**src/rtl/core/bsrt_pkg.sv**
```systemverilog
// bsrt_pkg: shared types for the byte array sorter
// used by bsrt_cell and byte_array_sorter, no dependencies
package bsrt_pkg;

  typedef logic [7:0] byte_t;

  // control broadcast from the top level to every cell
  typedef struct packed {
    logic  ins_en;     // insert new_value into the sorted row
    logic  pop_en;     // shift the row one place towards cell 0
    byte_t new_value;  // element being inserted
  } cell_ctrl_t;

endpackage

```
**src/rtl/core/byte_array_sorter.sv**
```systemverilog
// byte_array_sorter: top level, a row of insertion cells that keeps a batch sorted
// depends on bsrt_pkg and bsrt_cell
//
// Use: bytes of a batch arrive on the in_ stream, one per beat, in_tlast on the
// final one. Each beat is inserted in sorted place along a row of MAX_ITEMS
// cells in the cycle it is accepted. Beats arriving while the row is full
// are dropped and the batch is flagged. On the beat with in_tlast the block
// stops taking input (in_tready low) and drains the row from cell 0, one
// ascending byte per cycle while out_tready is high, on the out_ stream;
// out_tlast marks the final byte and out_tuser carries the overflow flag on
// every byte of the batch. After the tlast beat the state register turns to
// drain and cell 0 is then popped into the output register, and in_tready
// rises again as the final byte enters the output register. A stalled
// receiver simply holds the output register and pauses the drain.
// Synchronous reset empties the row and clears the flag; no clearing pass
// is needed.
module byte_array_sorter
  import bsrt_pkg::*;
#(
  parameter int MAX_ITEMS = 32
) (
  input  logic       clk,
  input  logic       rst_n,
  input  logic       in_tvalid,
  output logic       in_tready,
  input  logic [7:0] in_tdata,   // [7:0] value
  input  logic       in_tlast,   // last
  output logic       out_tvalid,
  input  logic       out_tready,
  output logic [7:0] out_tdata,  // [7:0] sorted_value
  output logic       out_tlast,  // last_out
  output logic       out_tuser   // [0] overflowed
);

  localparam int CNT_W = $clog2(MAX_ITEMS + 1);
  localparam logic [CNT_W-1:0] CNT_MAX = CNT_W'(MAX_ITEMS);
  localparam logic [CNT_W-1:0] CNT_ONE = CNT_W'(1);

  localparam logic ST_LOAD  = 1'b0;
  localparam logic ST_DRAIN = 1'b1;

  logic             state_r, state_nxt;
  logic [CNT_W-1:0] count_r, count_nxt;
  logic             ovf_r, ovf_nxt;
  logic             out_valid_r, out_valid_nxt;
  byte_t            out_data_r;
  logic             out_last_r, out_user_r;

  cell_ctrl_t       ctrl;
  byte_t            vals [MAX_ITEMS];
  logic [MAX_ITEMS-1:0] gts;
  logic [MAX_ITEMS-1:0] occ;

  logic in_acc, full, pop;

  assign in_tready = (state_r == ST_LOAD);
  assign in_acc    = in_tvalid && in_tready;
  assign full      = (count_r == CNT_MAX);
  assign pop       = (state_r == ST_DRAIN) && (!out_valid_r || out_tready);

  assign ctrl.ins_en    = in_acc && !full;
  assign ctrl.pop_en    = pop;
  assign ctrl.new_value = in_tdata;

  // row of cells, cell 0 holds the smallest element
  for (genvar i = 0; i < MAX_ITEMS; i++) begin : g_cell
    byte_t lv, rv;
    logic  lg;
    assign occ[i] = (count_r > CNT_W'(i));
    if (i == 0) begin : g_first
      assign lv = in_tdata;
      assign lg = 1'b0;
    end else begin : g_mid
      assign lv = vals[i-1];
      assign lg = gts[i-1];
    end
    if (i == MAX_ITEMS - 1) begin : g_end
      assign rv = vals[i];
    end else begin : g_inner
      assign rv = vals[i+1];
    end
    bsrt_cell u_cell (
      .clk      (clk),
      .ctrl     (ctrl),
      .occupied (occ[i]),
      .left_val (lv),
      .left_gt  (lg),
      .right_val(rv),
      .val      (vals[i]),
      .gt       (gts[i])
    );
  end

  // load and drain control
  always_comb begin
    state_nxt     = state_r;
    count_nxt     = count_r;
    ovf_nxt       = ovf_r;
    out_valid_nxt = out_valid_r;
    if (out_tready) begin
      out_valid_nxt = 1'b0;
    end
    case (state_r)
      ST_LOAD: begin
        if (in_acc) begin
          if (full) begin
            ovf_nxt = 1'b1;
          end else begin
            count_nxt = count_r + CNT_ONE;
          end
          if (in_tlast) begin
            state_nxt = ST_DRAIN;
          end
        end
      end
      ST_DRAIN: begin
        if (pop) begin
          out_valid_nxt = 1'b1;
          count_nxt     = count_r - CNT_ONE;
          if (count_r == CNT_ONE) begin
            state_nxt = ST_LOAD;
            ovf_nxt   = 1'b0;
          end
        end
      end
      default: begin
        state_nxt = ST_LOAD;
      end
    endcase
  end

  always_ff @(posedge clk) begin
    if (!rst_n) begin
      state_r     <= ST_LOAD;
      count_r     <= '0;
      ovf_r       <= 1'b0;
      out_valid_r <= 1'b0;
    end else begin
      state_r     <= state_nxt;
      count_r     <= count_nxt;
      ovf_r       <= ovf_nxt;
      out_valid_r <= out_valid_nxt;
    end
  end

  // output register, loaded from cell 0 on each pop
  always_ff @(posedge clk) begin
    if (pop) begin
      out_data_r <= vals[0];
      out_last_r <= (count_r == CNT_ONE);
      out_user_r <= ovf_r;
    end
  end

  assign out_tvalid = out_valid_r;
  assign out_tdata  = out_data_r;
  assign out_tlast  = out_last_r;
  assign out_tuser  = out_user_r;

  // checks on the row control
  a_count_range: assert property (@(posedge clk) disable iff (!rst_n)
    count_r <= CNT_MAX)
    else $error("element count above capacity");

  a_drain_nonempty: assert property (@(posedge clk) disable iff (!rst_n)
    (state_r == ST_DRAIN) |-> (count_r != '0))
    else $error("draining an empty row");

  a_final_pop_reopens: assert property (@(posedge clk) disable iff (!rst_n)
    (pop && count_r == CNT_ONE) |=> (in_tready && out_tvalid && out_tlast))
    else $error("final beat of batch not marked or input not reopened");

  a_last_clears_flag: assert property (@(posedge clk) disable iff (!rst_n)
    (state_r == ST_DRAIN && state_nxt == ST_LOAD) |=> !ovf_r)
    else $error("overflow flag kept past end of batch");

endmodule

```
**src/rtl/core/bsrt_cell.sv**
```systemverilog
// bsrt_cell: one place of the sorted row, holds a single byte
// depends on bsrt_pkg for byte_t and cell_ctrl_t
module bsrt_cell
  import bsrt_pkg::*;
(
  input  logic       clk,
  input  cell_ctrl_t ctrl,
  input  logic       occupied,   // this place holds an element
  input  byte_t      left_val,   // value of the neighbour nearer cell 0
  input  logic       left_gt,    // neighbour nearer cell 0 is empty or above new_value
  input  byte_t      right_val,  // value of the neighbour further from cell 0
  output byte_t      val,
  output logic       gt          // this place is empty or above new_value
);

  byte_t val_r, val_nxt;

  // empty places count as larger than any byte
  assign gt  = !occupied || (val_r > ctrl.new_value);
  assign val = val_r;

  // insert: make room by taking the left value, or take the new element; pop: take the right value
  always_comb begin
    val_nxt = val_r;
    if (ctrl.ins_en && gt) begin
      val_nxt = left_gt ? left_val : ctrl.new_value;
    end else if (ctrl.pop_en) begin
      val_nxt = right_val;
    end
  end

  always_ff @(posedge clk) begin
    val_r <= val_nxt;
  end

endmodule
```
**config.mk**
```make
export PLATFORM = sky130hd
export DESIGN_NAME = byte_array_sorter
export DESIGN_NICKNAME = d
export VERILOG_FILES = /design/src/rtl/core/bsrt_pkg.sv /design/src/rtl/core/byte_array_sorter.sv /design/src/rtl/core/bsrt_cell.sv
export SDC_FILE = /design/constraint.sdc
export NUM_CORES = 1
export LEC_CHECK = 0
export ABC_AREA = 1
export BUFFER_PORTS_ARGS = -buffer_cell sky130_fd_sc_hd__buf_2
export CORE_MARGIN = 3
export CORE_UTILIZATION = 65
export DETAILED_ROUTE_END_ITERATION = 10
export PLACE_DENSITY = 0.82
export SETUP_SLACK_MARGIN = 0.05
export SYNTH_ARGS = -nofsm -noshare
export SYNTH_HDL_FRONTEND = slang
export SYNTH_SLANG_ARGS = --single-unit
```
**constraint.sdc**
```tcl
create_clock -name clk -period 6.36 [get_ports clk]
set_input_delay 1.272 -clock clk [delete_from_list [all_inputs] [get_ports clk]]
set_output_delay 1.272 -clock clk [all_outputs]
set_load 0.02 [all_outputs]
```
==> run_results.csv, run 1 <==
group,metric,value,unit
outcome,outcome,"finished clean",
grt,antenna_found_initial,0,
cts,cts_buffers,31,
pwr,p_leak,12.4,nW
worst_setup_path,critPathKind,"primary input to flop",
flow_run,cap_violations,0,
drt,drtIter0Drc,2312,
drt,viasPerCell,5.96,
cts,postCtsSetupBuffers,0,
place,gp_congestion,0.972,
finish,multi_input_area,12900,um^2
grt,grt.busiest_layer,"met2",
synth,synthAdderAreaFrac,14.8,%
finish,syn_to_final_growth,6.98,%
pwr,power,7.07,mW
cts,htreeDepth,1,
drt,dr_total_vias,20663,
drt,dr.pass1.iters,6,
hold_path,worst_hold_path_type,"flop to flop",
worst_setup_path,critPathArrivalTime,4060,ps
finish,layout-drive-gt1-share,7.24,%
worst_setup_path,crit_chain,"buf_2 -> inv_2 -> ha_1 -> a21oi_1 -> nor2_1 -> nor2_1 -> nand2_1 -> nand2_1 -> nand2_1 -> nand2_2 -> nand2_1",
cts,hold_buffers,0,
synth,synth_compound_area_share,5.11,%
timing,setup-tns-final,0,ps
grt,track_usage,34.8,%
cts,clk_path_buf_depth,3,
cts,cts_tree,"built",
pwr,power_density,301,nW/um^2
synth,synth_cell_types,43,
timing,fin_worst_skew,12.3,ps
grt,grt_overflow_total,0,
pwr,vdd_drop_max,0.239,mV
timing,fin_crit_sh,60.4,%
synth,yosys_warnings,0,
cts,root_buffer,"clkbuf_16",
floorplanning,io_pins,25,
floorplanning,die_y,190,um
timing,fin_crit,3840,ps
finish,seqCellArea,8170,um^2
synth,yosys.area_share.simple,38.6,%
grt,grt_max_degree,36,
synth,synth_xor_area_share,0.0399,%
drt,wl_per_cell,18.3,um
floorplanning,rows,66,
place,dp_hpwl,42.7,mm
timing,rsz0062_at_grt,"false",
floorplanning,die_area,36000,um^2
drt,wirelength,63.6,mm
synth,synth_top_family_by_area,"simple AND/OR/NAND/NOR gates",
drt,drc,0,
cts,clk_pin_slew,60,ps
floorplanning,die_w,190,um
place,portBuffers,24,
finish,final_nets,3274,
timing,hold_viol,0,
finish,finalInstanceArea,23500,um^2
timing,worst_pin_slew,1260,ps
place,dpl-instance-area,22500,um^2
synth,ys_seq_area_share,37.2,%
synth,synth.area.top_cells,"edfxtp_1 36%, nand2_1 27%, ha_1 15%, nand3_1 5.6%, inv_1 2.6%",
timing,setup-violations-final,0,
synth,synth_fp_nets,3247,
grt,grt_pass1_vias,19655,
floorplanning,core_area,32900,um^2
grt,grt.met2_usage,56.7,%
synth,synth_seq_cells,275,
synth,synthCells,2974,
worst_setup_path,cp-end-kind,"flop",
timing,hold_slack,498,ps
grt,grt_use_met1,46.4,%
synth,synth.area.mux_share,0,%
synth,synth_top_cell_area_share,36.4,%
grt,grt_pass1_wl,100,mm
synth,syn-cell-area,22000,um^2
worst_setup_path,cp-start-kind,"primary input",
floorplanning,initial_core_util,66.7,%
finish,nFillCells,2620,
synth,yosys.area.top_type,"edfxtp_1",
cts,clock_latency,590,ps
synth,syn_area_per_cell,7.39,um^2
worst_setup_path,critPathBufInv,2,
timing,slew_viol_final,0,
timing,max_freq,0.260,GHz
timing,max-slew-margin-rel,15.9,%
finish,antennaDiodeCount,0,
drt,postRouteAntennaNets,0,
worst_setup_path,critPathMaxStageDelay,900,ps
worst_setup_path,cp_max_fo,34,
cts,ctsResizeCount,0,
worst_setup_path,worst-endpoint-required,6570,ps
grt,gr-usage-met3,6.04,%
cts,cts_sinks,275,
worst_setup_path,crit_family,"simple AND/OR/NAND/NOR gates",
worst_setup_path,crit_path_top_delay_cell,"inv_2",
worst_setup_path,crit_top_cell,"nand2_1",
-- kinds of logic (layout without fill, tap and decap cells) --
group	Yosys count	after routing
adder cells (fa/ha/maj)	260	260
flip-flops	275	275
XOR/XNOR	1	1
buffers and inverters	229	278
AND/OR/NAND/NOR	2043	2043
AO/OA/AOI/OAI	166	166
-- area by class of cell --
cell class,instances,area share [%]
clock inverters,20,0.900
multi-input cells,2470,54.7
inverters,189,3.09
repair buffers,34,0.830
flip-flops and latches,275,34.7
well taps,442,2.35
clock buffers,35,3.36
-- power by group --
| part | leakage, nW | switching (mW) | total [mW] | internal (mW) |
|---|---|---|---|---|
| clock network | 0.480 | 0.760 | 1.81 | 1.05 |
| logic | 9.22 | 1.58 | 2.36 | 0.786 |
| registers | 2.70 | 0.396 | 2.90 | 2.50 |
-- synth_stat cells (all sizes together) --
| cell | count |
|---|---|
| a211oi | 1 |
| a21boi | 1 |
| a21o | 30 |
| a21oi | 84 |
| a31oi | 4 |
| buf | 12 |
| clkbuf | 28 |
| clkinv | 1 |
| dfxtp | 9 |
| edfxtp | 266 |
| ha | 260 |
| inv | 188 |
| nand2 | 1657 |
| nand3 | 245 |
| nand4 | 31 |
| nor2 | 107 |
| nor3 | 3 |
| o21a | 3 |
| o21ai | 38 |
| o21ba | 1 |
| o21bai | 3 |
| o22ai | 1 |
| xnor2 | 1 |
-- flip-flops by register name, indices dropped and copies added (netlist names) --
| register | flops |
|---|---|
| out_tlast | 1 |
| out_tuser | 1 |
| out_tdata | 8 |
| g_cell.u_cell.val | 256 |
| ovf_r | 1 |
| state_r | 1 |
| out_tvalid | 1 |
| count_r | 6 |
-- cells in the final DEF (no fill, tap or decap), drive strengths merged, types with 34 or more instances in the layout --
| cell | synthesis | layout |
|---|---|---|
| edfxtp | 266 | 266 |
| o21ai | 38 | 38 |
| a21oi | 84 | 84 |
| nand3 | 245 | 245 |
| nor2 | 107 | 107 |
| clkbuf | 28 | 35 |
| buf | 12 | 34 |
| nand2 | 1657 | 1657 |
| ha | 260 | 260 |
| inv | 188 | 190 |
-- layer usage --
metal  part of all wire (%)  wire length [um]  vias up
li1                       -                 -     9858
met1                     40             25200     9367
met4                    4.1              2640        0
met5                      0                 0        -
met3                     11              7190      232
met2                     45             28600     1206
-- metrics by stage --
stage | setup slack [ps] | instances | util [%]
floorplan | 2450 | 2974 | -
global placement | 2200 | 3410 | 68.3
detailed placement | 2040 | 3410 | 68.3
CTS | 2660 | 3465 | 71.3
global route | 2370 | 3465 | 71.3
finish | 2520 | 3465 | 71.3
-- worst paths after layout --
path,start,endpoint,slack [ps],cells after the start
setup / recovery,in_tdata[5],g_cell[27].u_cell.val[4],2520,11
hold / removal,g_cell[0].u_cell.val[6],out_tdata[6],500,0
setup reg to reg,count_r[1],g_cell[16].u_cell.val[5],2590,8
hold reg to reg,g_cell[0].u_cell.val[6],out_tdata[6],500,0
Power figures use the tool's default switching activity.
==> run 2: changes to the inputs <==
==> constraint.sdc (replaced) <==
create_clock -name clk -period 3.6 [get_ports clk]
set_input_delay 0.72 -clock clk [delete_from_list [all_inputs] [get_ports clk]]
set_output_delay 0.72 -clock clk [all_outputs]
set_load 0.02 [all_outputs]
==> run_results.csv, run 2 (synthesis gave the netlist of run 1 again) <==
group,metric,value,unit
timing,worst_pin_slew,871,ps
cts,cts_buffers,34,
place,portBuffers,24,
pwr,power_density,544,nW/um^2
cts,clk_path_buf_depth,3,
pwr,power,13.0,mW
flow_run,cap_violations,0,
worst_setup_path,critPathArrivalTime,3540,ps
worst_setup_path,r2r_setup_slack,240,ps
worst_setup_path,critPathBufInv,2,
finish,finalInstanceArea,24000,um^2
place,place_ws,248,ps
cts,cts_tree,"built",
timing,rsz0062_at_grt,"false",
timing,setup-violations-final,0,
timing,slew_viol_final,0,
drt,wirelength,65.6,mm
finish,antennaDiodeCount,0,
finish,largest_register_ffs,256,
pwr,p_leak,12.7,nW
drt,viasPerCell,5.98,
floorplanning,initial_core_util,66.7,%
timing,fin_worst_skew,21.3,ps
finish,syn_to_final_growth,9.08,%
timing,setup-tns-final,0,ps
grt,grt_max_degree,39,
cts,htreeDepth,2,
timing,max_freq,0.298,GHz
worst_setup_path,endpoint,"g_cell[29].u_cell.val[7]",
drt,drtIter0Drc,2043,
worst_setup_path,crit_family,"compound AO/OA/AOI/OAI gates",
finish,final_nets,3298,
floorplanning,die_w,190,um
floorplanning,die_area,36000,um^2
worst_setup_path,r2r-end,"g_cell[29].u_cell.val[7]",
drt,postRouteAntennaNets,0,
timing,fin_crit_sh,93.2,%
cts,postCtsSetupBuffers,0,
worst_setup_path,crit_path_top_delay_cell,"dfxtp_1",
worst_setup_path,regToRegStartpoint,"count_r[1]",
timing,fin_crit,3360,ps
worst_setup_path,cp_max_fo,10,
worst_setup_path,critPathKind,"flop to flop",
worst_setup_path,startpoint,"count_r[1]",
timing,setup_ws,245,ps
floorplanning,core_area,32900,um^2
grt,grt_overflow_total,0,
cts,clk_pin_slew,60,ps
pwr,vdd_drop_max,0.388,mV
grt,grt_pass1_vias,20596,
worst_setup_path,crit_chain,"clkinv_1 -> ha_1 -> inv_2 -> nand2_1 -> o21ai_4 -> o21a_2 -> nand2_4 -> nand2_4 -> nand2_1",
timing,hold_viol,0,
floorplanning,die_y,190,um
finish,layout_commonest_cell,"nand2_1",
cts,clock_latency,530,ps
grt,grt_pass1_wl,105,mm
hold_path,worst_hold_path_type,"flop to flop",
worst_setup_path,rr_worst_depth,9,
floorplanning,rows,66,
finish,layout-drive-gt1-share,8.20,%
worst_setup_path,cp.depth,9,
worst_setup_path,worst-endpoint-required,3780,ps
cts,root_buffer,"clkbuf_16",
drt,wl_per_cell,18.8,um
worst_setup_path,critPathMaxStageDelay,540,ps
finish,final_cell_mix,"1,590 x nand2_1, 266 x edfxtp_1, 260 x ha_1",
floorplanning,io_pins,25,
timing,max-slew-margin-rel,41.7,%
place,dpl-instance-area,22800,um^2
place,gp_congestion,0.952,
drt,dr_total_vias,20894,
place,dp_hpwl,45.0,mm
cts,cts_sinks,275,
worst_setup_path,cp-start-kind,"flop",
grt,antenna_found_initial,0,
drt,drc,0,
drt,dr.pass1.iters,6,
grt,track_usage,36.3,%
outcome,outcome,"finished clean",
worst_setup_path,cp-end-kind,"flop",
-- run 2: final cells by class --
cell class	count	area [um^2]
Clock buffer	42	965
Clock inverter	19	216
Fill cell	2513	8980
Inverter	189	727
Multi-Input combinational cell	2470	12900
Sequential cell	275	8170
Tap cell	442	553
Timing Repair Buffer	55	478
-- run 2: how the worst min path moves through the flow --
stage	to	slack [ps]	depth (start not counted)	start
after CTS	out_tuser	490	0	ovf_r
after detailed placement	out_tuser	460	0	ovf_r
after global placement	out_tuser	450	0	ovf_r
after global routing	out_tuser	490	0	ovf_r
after floorplan	out_tuser	410	0	ovf_r
final	out_tuser	490	0	ovf_r
-- run 2: power by group --
group / internal, mW / switching [mW]
Combinational: 1.43 / 2.81
Sequential: 4.42 / 0.698
Clock: 2.26 / 1.43
-- run 2: layer usage --
layer | global-route usage (%) | share of wire (%)
met1 | 46.8 | 38
met2 | 58.6 | 45
met3 | 7.55 | 12
met4 | 17.5 | 5.1
met5 | 0 | 0
-- run 2: what timing repair did --
item | CTS | global route
hold buffers | 0 | 0
hold endpoints to repair | 0 | 0
setup endpoints to repair | 0 | 8
resized for setup | 0 | 1
-- run 2: per-stage QoR --
| stage | hold WS [ps] | utilization, % | std cells |
|---|---|---|---|
| after floorplan | 409 | - | 2974 |
| after global placement | 447 | 69.2 | 3431 |
| after detailed placement | 464 | 69.2 | 3431 |
| after CTS | 489 | 72.7 | 3492 |
| after global routing | 495 | 72.7 | 3492 |
| final | 492 | 72.7 | 3492 |
